<file path="src/design/priority_level_interrupt_controller_top_macros.svh">
// Assertion macros for the priority level interrupt controller.
// Depends on nothing; included by the modules that carry assertions.
`ifndef PRIORITY_LEVEL_INTERRUPT_CONTROLLER_TOP_MACROS_SVH
`define PRIORITY_LEVEL_INTERRUPT_CONTROLLER_TOP_MACROS_SVH
`ifndef SYNTHESIS
`define PLIC_ASSERT_IMP(label, clk, rst, ante, cons, msg) \
   label: assert property (@(posedge clk) disable iff (rst) (ante) |-> (cons)) \
      else $error(msg);
`define PLIC_ASSERT_NXT(label, clk, rst, ante, cons, msg) \
   label: assert property (@(posedge clk) disable iff (rst) (ante) |=> (cons)) \
      else $error(msg);
`else
`define PLIC_ASSERT_IMP(label, clk, rst, ante, cons, msg)
`define PLIC_ASSERT_NXT(label, clk, rst, ante, cons, msg)
`endif
`endif

</file>
<file path="src/design/plic_pkg.sv">
// Package of the priority level interrupt controller: word types, command
// codes and the lowest-set-bit function. Depends on nothing.
package plic_pkg;

   localparam int WORD_BITS = 32;
   localparam int LEVEL_W   = 4;
   localparam int VECTOR_W  = 6;
   localparam int BIT_W     = 5;

   localparam logic [1:0] CMD_UNMASK  = 2'd0;
   localparam logic [1:0] CMD_MASK    = 2'd1;
   localparam logic [1:0] CMD_SERVICE = 2'd2;
   localparam logic [1:0] CMD_END     = 2'd3;

   typedef struct packed {
      logic [1:0]           command;
      logic [VECTOR_W-1:0]  vector;
      logic [LEVEL_W-1:0]   level;
      logic [WORD_BITS-1:0] pending_lo;
      logic [WORD_BITS-1:0] pending_hi;
   } req_word_type;

   typedef struct packed {
      logic                 taken;
      logic [VECTOR_W-1:0]  chosen_vector;
      logic [LEVEL_W-1:0]   level_now;
      logic [WORD_BITS-1:0] level_enable_lo;
      logic [WORD_BITS-1:0] level_enable_hi;
      logic [WORD_BITS-1:0] source_enable_lo;
   } rsp_word_type;

   typedef struct packed {
      logic [LEVEL_W-1:0]   level;
      logic [WORD_BITS-1:0] bits;
   } stack_entry_type;

   typedef struct packed {
      logic load_item;
      logic execute;
      logic load_out;
   } ctrl_cmd_type;

   function automatic logic [BIT_W-1:0] lowest_bit(input logic [WORD_BITS-1:0] w);
      logic [BIT_W-1:0] idx;
      idx = '0;
      for (int i = WORD_BITS - 1; i >= 0; i--) begin
         if (w[i]) begin
            idx = BIT_W'(i);
         end
      end
      return idx;
   endfunction

endpackage

</file>
<file path="src/design/plic_ram.sv">
// Generic single-write, single-read RAM with a registered read port.
// Depends on nothing.
module plic_ram #(
   parameter int WIDTH = 36,
   parameter int DEPTH = 16,
   localparam int ADDR_W = (DEPTH > 1) ? $clog2(DEPTH) : 1
) (
   input  logic              clock,
   input  logic              wr_en,
   input  logic [ADDR_W-1:0] wr_addr,
   input  logic [WIDTH-1:0]  wr_data,
   input  logic              rd_en,
   input  logic [ADDR_W-1:0] rd_addr,
   output logic [WIDTH-1:0]  rd_data
);

   logic [WIDTH-1:0] mem_ff [DEPTH];
   logic [WIDTH-1:0] rd_data_ff;

   always_ff @(posedge clock) begin
      if (wr_en) begin
         mem_ff[wr_addr] <= wr_data;
      end
      if (rd_en) begin
         rd_data_ff <= mem_ff[rd_addr];
      end
   end

   assign rd_data = rd_data_ff;

endmodule

</file>
<file path="src/design/plic_ctrl.sv">
// Controller of the priority level interrupt controller: sequences capture,
// execution and result loading. Depends on plic_pkg.
module plic_ctrl (
   input  logic                   clock,
   input  logic                   reset,
   input  logic                   req_valid,
   output logic                   req_stall,
   output logic                   rsp_valid,
   input  logic                   rsp_stall,
   output plic_pkg::ctrl_cmd_type cmd
);
   import plic_pkg::*;

   localparam logic [1:0] S_IDLE   = 2'd0;
   localparam logic [1:0] S_EXEC   = 2'd1;
   localparam logic [1:0] S_FINISH = 2'd2;

   logic [1:0] state_ff, state_in;
   logic       rsp_valid_ff, rsp_valid_in;

   always_comb begin
      state_in     = state_ff;
      cmd          = '0;
      rsp_valid_in = rsp_valid_ff && rsp_stall;
      case (state_ff)
         S_IDLE: begin
            if (req_valid) begin
               cmd.load_item = 1'b1;
               state_in      = S_EXEC;
            end
         end
         S_EXEC: begin
            cmd.execute = 1'b1;
            state_in    = S_FINISH;
         end
         S_FINISH: begin
            if (!rsp_valid_ff || !rsp_stall) begin
               cmd.load_out = 1'b1;
               rsp_valid_in = 1'b1;
               state_in     = S_IDLE;
            end
         end
         default: begin
            state_in = S_IDLE;
         end
      endcase
   end

   always_ff @(posedge clock) begin
      if (reset) begin
         state_ff     <= S_IDLE;
         rsp_valid_ff <= 1'b0;
      end else begin
         state_ff     <= state_in;
         rsp_valid_ff <= rsp_valid_in;
      end
   end

   assign req_stall = (state_ff != S_IDLE);
   assign rsp_valid = rsp_valid_ff;

endmodule

</file>
<file path="src/design/plic_dp.sv">
// Datapath of the priority level interrupt controller: vector levels,
// current level, nesting stack and the result register.
// Depends on plic_pkg, plic_ram and the assertion macro header.
`include "priority_level_interrupt_controller_top_macros.svh"
module plic_dp #(
   parameter int NUM_VECTORS = 64,
   parameter int NUM_LEVELS  = 16,
   parameter int NEST_DEPTH  = 16
) (
   input  logic                   clock,
   input  logic                   reset,
   input  plic_pkg::ctrl_cmd_type cmd,
   input  plic_pkg::req_word_type req_data,
   output plic_pkg::rsp_word_type rsp_data
);
   import plic_pkg::*;

   localparam int VW = $clog2(NUM_VECTORS);
   localparam int DW = $clog2(NEST_DEPTH + 1);
   localparam int AW = (NEST_DEPTH > 1) ? $clog2(NEST_DEPTH) : 1;
   localparam logic [LEVEL_W-1:0] LEVEL_MAX = LEVEL_W'(NUM_LEVELS - 1);
   localparam logic [DW-1:0]      DEPTH_MAX = DW'(NEST_DEPTH);

   req_word_type          item_ff;
   logic [LEVEL_W-1:0]    vl_ff [NUM_VECTORS];
   logic [LEVEL_W-1:0]    vl_in [NUM_VECTORS];
   logic [LEVEL_W-1:0]    cur_ff, cur_in;
   logic [DW-1:0]         depth_ff, depth_in;
   logic [WORD_BITS-1:0]  se_ff, se_in;
   logic                  taken_ff, taken_in;
   logic [VECTOR_W-1:0]   chosen_ff, chosen_in;
   rsp_word_type          rsp_ff;

   logic [2*WORD_BITS-1:0] vmask;
   logic [2*WORD_BITS-1:0] en;
   logic [WORD_BITS-1:0]   plo, phi, disabled;
   logic [LEVEL_W-1:0]     lvl_sat, ch_level;
   logic [VECTOR_W-1:0]    chosen;
   logic [DW-1:0]          depth_m1;
   logic                   vec_ok, use_lo, svc_ok, pop_ok;
   logic                   ram_wr_en, ram_rd_en;
   stack_entry_type        push_entry, pop_entry;

   for (genvar gi = 0; gi < 2 * WORD_BITS; gi++) begin : g_lane
      if (gi < NUM_VECTORS) begin : g_used
         assign vmask[gi] = 1'b1;
         assign en[gi]    = (vl_ff[gi] > cur_ff);
      end else begin : g_unused
         assign vmask[gi] = 1'b0;
         assign en[gi]    = 1'b0;
      end
   end

   assign plo      = item_ff.pending_lo & vmask[WORD_BITS-1:0];
   assign phi      = item_ff.pending_hi & vmask[2*WORD_BITS-1:WORD_BITS];
   assign lvl_sat  = (item_ff.level > LEVEL_MAX) ? LEVEL_MAX : item_ff.level;
   assign vec_ok   = ((VECTOR_W + 1)'(item_ff.vector) < (VECTOR_W + 1)'(NUM_VECTORS));
   assign use_lo   = (plo != '0);
   assign chosen   = use_lo ? {1'b0, lowest_bit(plo)} : {1'b1, lowest_bit(phi)};
   assign disabled = use_lo ? plo : '0;
   assign ch_level = vl_ff[chosen[VW-1:0]];
   assign svc_ok   = (item_ff.command == CMD_SERVICE) && (use_lo || (phi != '0))
                     && (depth_ff < DEPTH_MAX);
   assign pop_ok   = (item_ff.command == CMD_END) && (depth_ff != '0);
   assign depth_m1 = depth_ff - 1'b1;

   assign push_entry.level = cur_ff;
   assign push_entry.bits  = disabled;
   assign ram_wr_en = cmd.execute && svc_ok;
   assign ram_rd_en = cmd.load_item && (req_data.command == CMD_END) && (depth_ff != '0);

   plic_ram #(
      .WIDTH ($bits(stack_entry_type)),
      .DEPTH (NEST_DEPTH)
   ) u_stack (
      .clock   (clock),
      .wr_en   (ram_wr_en),
      .wr_addr (depth_ff[AW-1:0]),
      .wr_data (push_entry),
      .rd_en   (ram_rd_en),
      .rd_addr (depth_m1[AW-1:0]),
      .rd_data (pop_entry)
   );

   always_comb begin
      vl_in     = vl_ff;
      cur_in    = cur_ff;
      depth_in  = depth_ff;
      se_in     = se_ff;
      taken_in  = 1'b0;
      chosen_in = '0;
      case (item_ff.command)
         CMD_UNMASK: begin
            for (int i = 0; i < NUM_VECTORS; i++) begin
               if (vec_ok && (item_ff.vector[VW-1:0] == VW'(i))) begin
                  vl_in[i] = lvl_sat;
               end
            end
         end
         CMD_MASK: begin
            for (int i = 0; i < NUM_VECTORS; i++) begin
               if (vec_ok && (item_ff.vector[VW-1:0] == VW'(i))) begin
                  vl_in[i] = '0;
               end
            end
         end
         CMD_SERVICE: begin
            if (svc_ok) begin
               taken_in  = 1'b1;
               chosen_in = chosen;
               depth_in  = depth_ff + 1'b1;
               se_in     = se_ff & ~disabled;
               if (ch_level > cur_ff) begin
                  cur_in = ch_level;
               end
            end
         end
         CMD_END: begin
            if (pop_ok) begin
               depth_in = depth_m1;
               cur_in   = pop_entry.level;
               se_in    = se_ff | pop_entry.bits;
            end
         end
         default: begin
            cur_in = cur_ff;
         end
      endcase
   end

   always_ff @(posedge clock) begin
      if (reset) begin
         for (int i = 0; i < NUM_VECTORS; i++) begin
            vl_ff[i] <= '0;
         end
         cur_ff   <= '0;
         depth_ff <= '0;
         se_ff    <= '0;
      end else if (cmd.execute) begin
         vl_ff    <= vl_in;
         cur_ff   <= cur_in;
         depth_ff <= depth_in;
         se_ff    <= se_in;
      end
   end

   always_ff @(posedge clock) begin
      if (cmd.load_item) begin
         item_ff <= req_data;
      end
      if (cmd.execute) begin
         taken_ff  <= taken_in;
         chosen_ff <= chosen_in;
      end
      if (cmd.load_out) begin
         rsp_ff.taken            <= taken_ff;
         rsp_ff.chosen_vector    <= chosen_ff;
         rsp_ff.level_now        <= cur_ff;
         rsp_ff.level_enable_lo  <= en[WORD_BITS-1:0];
         rsp_ff.level_enable_hi  <= en[2*WORD_BITS-1:WORD_BITS];
         rsp_ff.source_enable_lo <= se_ff;
      end
   end

   assign rsp_data = rsp_ff;

   `PLIC_ASSERT_IMP(a_depth_bound, clock, reset, 1'b1, depth_ff <= DEPTH_MAX, "nest depth beyond the stack size")
   `PLIC_ASSERT_IMP(a_level_bound, clock, reset, 1'b1, cur_ff <= LEVEL_MAX, "current level beyond the top level")
   `PLIC_ASSERT_NXT(a_push_depth, clock, reset, cmd.execute && svc_ok, depth_ff == $past(depth_ff) + 1'b1, "service did not push")
   `PLIC_ASSERT_NXT(a_service_level, clock, reset, cmd.execute && svc_ok, cur_ff >= $past(cur_ff), "service lowered the current level")

endmodule

</file>
<file path="src/design/priority_level_interrupt_controller_top.sv">
// Nesting interrupt priority level controller, top level.
// A request word passes through the capture, execute and result-load sequence of the
// controller, and a new word is taken only once the result of the last one is loaded;
// a stalled result holds the sequence in its last step.
// Reset is synchronous and clears all vector levels, the current level, the nesting
// depth and the source enables at once; stack entries are undefined until pushed.
module priority_level_interrupt_controller_top #(
   parameter int NUM_VECTORS = 64,
   parameter int NUM_LEVELS  = 16,
   parameter int NEST_DEPTH  = 16
) (
   input  logic                   clock,
   input  logic                   reset,
   input  logic                   req_valid,
   output logic                   req_stall,
   input  plic_pkg::req_word_type req_data,
   output logic                   rsp_valid,
   input  logic                   rsp_stall,
   output plic_pkg::rsp_word_type rsp_data
);
   import plic_pkg::*;

   ctrl_cmd_type cmd;

   plic_ctrl u_ctrl (
      .clock     (clock),
      .reset     (reset),
      .req_valid (req_valid),
      .req_stall (req_stall),
      .rsp_valid (rsp_valid),
      .rsp_stall (rsp_stall),
      .cmd       (cmd)
   );

   plic_dp #(
      .NUM_VECTORS (NUM_VECTORS),
      .NUM_LEVELS  (NUM_LEVELS),
      .NEST_DEPTH  (NEST_DEPTH)
   ) u_dp (
      .clock    (clock),
      .reset    (reset),
      .cmd      (cmd),
      .req_data (req_data),
      .rsp_data (rsp_data)
   );

endmodule
</file>
<file path="config.mk">
export PLATFORM = sky130hd
export DESIGN_NAME = priority_level_interrupt_controller_top
export DESIGN_NICKNAME = d
export VERILOG_FILES = /design/src/design/plic_pkg.sv /design/src/design/plic_ram.sv /design/src/design/plic_ctrl.sv /design/src/design/plic_dp.sv /design/src/design/priority_level_interrupt_controller_top.sv
export VERILOG_INCLUDE_DIRS = /design/src /design/src/design
export SDC_FILE = /design/constraint.sdc
export NUM_CORES = 2
export LEC_CHECK = 0
export ABC_AREA = 1
export BUFFER_PORTS_ARGS = -buffer_cell sky130_fd_sc_hd__buf_4
export CAP_MARGIN = 20
export CORE_MARGIN = 5
export CORE_UTILIZATION = 48
export CTS_BUF_LIST = sky130_fd_sc_hd__clkbuf_4
export CTS_CLUSTER_DIAMETER = 150
export DETAILED_ROUTE_END_ITERATION = 10
export PLACE_DENSITY = 0.7
export SETUP_SLACK_MARGIN = 0.3
export SLEW_MARGIN = 20
export SYNTH_ARGS = -nofsm -noshare
export SYNTH_HDL_FRONTEND = slang
export SYNTH_SLANG_ARGS = --single-unit
</file>
<file path="constraint.sdc">
create_clock -name clock -period 8.2 [get_ports clock]
set_clock_uncertainty 0.05 [all_clocks]
set_input_delay 2.46 -clock clock [delete_from_list [all_inputs] [get_ports clock]]
set_output_delay 2.46 -clock clock [all_outputs]
set_load 0.005 [all_outputs]
</file>
==> reports/metrics.cfg <==
[outcome]
status = finished with violations
violations = max-slew violations

[placement]
place_inst = 5888
dp_hpwl_um = 81300
portBuffers = 188
place.gp.congestion = 0.885
dp_slack_ns = 1.83

[yosys]
synth_ff_type = edfxtp_1
yosysMostFrequentCell = edfxtp_1
synthTopCellsByCount = edfxtp_1 (802), o21ai_0 (557), nor2_1 (481)
ys_ff_latch = 1102
ys_types = 44
ys_async_sr_fraction_pct = 0
netlist_area_mm2 = 0.0491
synth_top_area_cell = edfxtp_1
ys_seq_area_share_pct = 61.3
syn_nets = 4889
synthCells = 4544
yosysWarnings = 0
synth_top_area_share_pct = 49.1
synth_area_leaders = edfxtp_1 (49%), dfxtp_1 (12%), ha_1 (6.8%), o21ai_0 (5.7%), nand3_1 (3.9%)
synth-edff-count = 802
avgSynthCellArea_um2 = 10.8

[timing]
worst_slew_pin_slew_ns = 1.54
finalCritPeriodShare_pct = 80.1
min_period_ns = 6.57
maxSlewHeadroom_pct = -2.65
layout_setup_ws_ns = 1.63
setup_viol = 0
holdWs_ns = 0.361
rsz0062_at_grt = false
fmax_mhz = 152
maxSlewViolCount = 65
finalHoldViolCount = 0
fin_setup_tns_ns = 0

[routing]
wl_met3_um = 13400
wl_met2_um = 66600
drc_errors = 0
viasPerCell = 5.77
route.antenna.remaining_nets = 0
dr.pass1.iters = 6
drt_wl_total_um = 140000
avgRoutedWirePerCell_um = 21.9
highest_layer = met5
vias = 37000
drt_iter0_markers = 4186
wl_met1_um = 55300

[die]
die_h_um = 330
start_util_pct = 48.2
coreArea_mm2 = 0.102
die_w_um = 330
io-pin-count = 189
die_area_mm2 = 0.109
rows = 117

[hold_path]
holdPathStages = 0
hp-class = flop to flop

[critical_path]
rr_worst_depth = 51
start_kind = flop
crit_path_max_incr_delay_ns = 0.83
cp_data_arrival_time_ns = 7.62
slowest_stage = nand2_4
crit_path_frequent_cell = nand2_1
required_ns = 9.24
path_class = flop to flop
cp_max_fo = 87
endpoint_kind = flop

[cts]
clk_transition_reported_paths_ns = 0.07
clock-sinks = 1102
cts_tree = yes
cts_hold_buf = 0
cts_max_level = 5
clk_root_buffer_cell = clkbuf_4
cts_buffers = 304
clkLatencyLatePin_ns = 1.19
cts_setup_buffers = 0
clk_path_buf_depth = 4
ctsResizeCount = 0

[layout]
area_growth_pct = 12.9
multi_input_area_mm2 = 0.0167
seqCellArea_mm2 = 0.0301
final_cells = 6421
layout.nets = 5171
drive_gt1_share_pct = 15.0
n_fill_cell = 8698

[grt]
grt_max_degree = 276
grt_pass1_wl_um = 210000
grt_usage_pct = 25.3
antenna_found_initial = 9
gr-total-overflow = 0
grt_pass1_vias = 35500

[job]
maxCapViolCount = 0

[power_and_ir_drop]
pwr-share-clk_pct = 41.4
powerDensity_mw_per_mm2 = 211
p_switching_w = 0.00285
p_leak_nw = 20.7
finalPower_w = 0.0117
switching_share_pct = 24.4
ir_drop_uv = 178
p_comb_share_pct = 6.4
p_seq_share_pct = 52.2
power.internal_w = 0.00885

stage by stage:
step | utilization, % | instance area, µm²
finish | 54.5 | 55400
global route | 54.5 | 55400
CTS | 54.5 | 55400
detailed placement | 50.8 | 51700
global placement | 50.8 | 51700
floorplan | - | 49100
worst paths after layout:
| kind | startpoint | end | slack, ns |
|---|---|---|---|
| max | u_dp.plo[31] | u_dp.cur_ff[2] | 1.63 |
| min | u_dp.taken_ff | u_dp.rsp_data[106] | 0.36 |
| max reg2reg | u_dp.plo[31] | u_dp.cur_ff[2] | 1.63 |
| min reg2reg | u_dp.taken_ff | u_dp.rsp_data[106] | 0.36 |
layout make-up:
class	count	share of cell area, %
Antenna cell	8	0.0361
Clock buffer	439	5.94
Clock inverter	86	0.819
Inverter	338	2.31
Multi-Input combinational cell	2839	30.2
Sequential cell	1102	54.3
Tap cell	1368	3.09
Timing Repair Buffer	241	3.31
worst max-delay path: cells and delay by family, from the launching register on:
family,cells,cell delay (ns)
simple gates,44,4.37
buf+inv,3,0.64
fa+ha+maj,1,0.28
flops,1,0.69
compound gates,3,0.38
kinds of logic (layout without fill, tap and decap cells):
group           after synthesis  in the layout  synth area share, %
compound gates             1158           1158                 13.5
xor+xnor                      4              4               0.0714
fa+ha+maj                   265            265                 6.75
buf+inv                     603           1104                 5.00
flops                      1102           1102                 61.3
mux                         114            114                 2.32
other cells                   0              8                    0
simple gates               1298           1298                 11.1
registers in the layout, summed over array words and instances (netlist names), 2 cells and up:
register	count
u_ctrl.state_ff	2
u_dp.chosen_ff	6
u_dp.cur_ff	4
u_dp.depth_ff	5
u_dp.item_ff	12
u_dp.phi	32
u_dp.plo	32
u_dp.rsp_data	107
u_dp.se_ff	32
u_dp.u_stack.mem_ff	576
u_dp.u_stack.rd_data	36
u_dp.vl_ff	256
cells in the final DEF, fill, tap and decap left out, types with 239 or more instances in the layout:
cell type and count:
clkbuf_4 439, nand3_1 383, inv_1 322, buf_4 239, nand2_1 397, nor2_1 465
a21oi_1 345, dfxtp_1 298, ha_1 264, edfxtp_1 802, o21ai_0 557
power by group through the flow:
stage | clock network, W | logic [W] | registers [W]
3_3_place_gp | 0 | 0.000724 | 0.00623
5_1_grt | 0.00527 | 0.000806 | 0.00612
2_1_floorplan | 0 | 0.000489 | 0.00619
4_1_cts | 0.00494 | 0.000736 | 0.00611
6_report | 0.00484 | 0.000745 | 0.00611
3_5_place_dp | 0 | 0.000733 | 0.00623
layer usage:
metal	track usage (%)	vias to the layer above
met4	10.6	2
met5	0	-
met3	6.12	331
met1	32.6	17800
li1	-	17200
met2	41.0	1765
No activity file was read; power rests on OpenSTA's default activity.
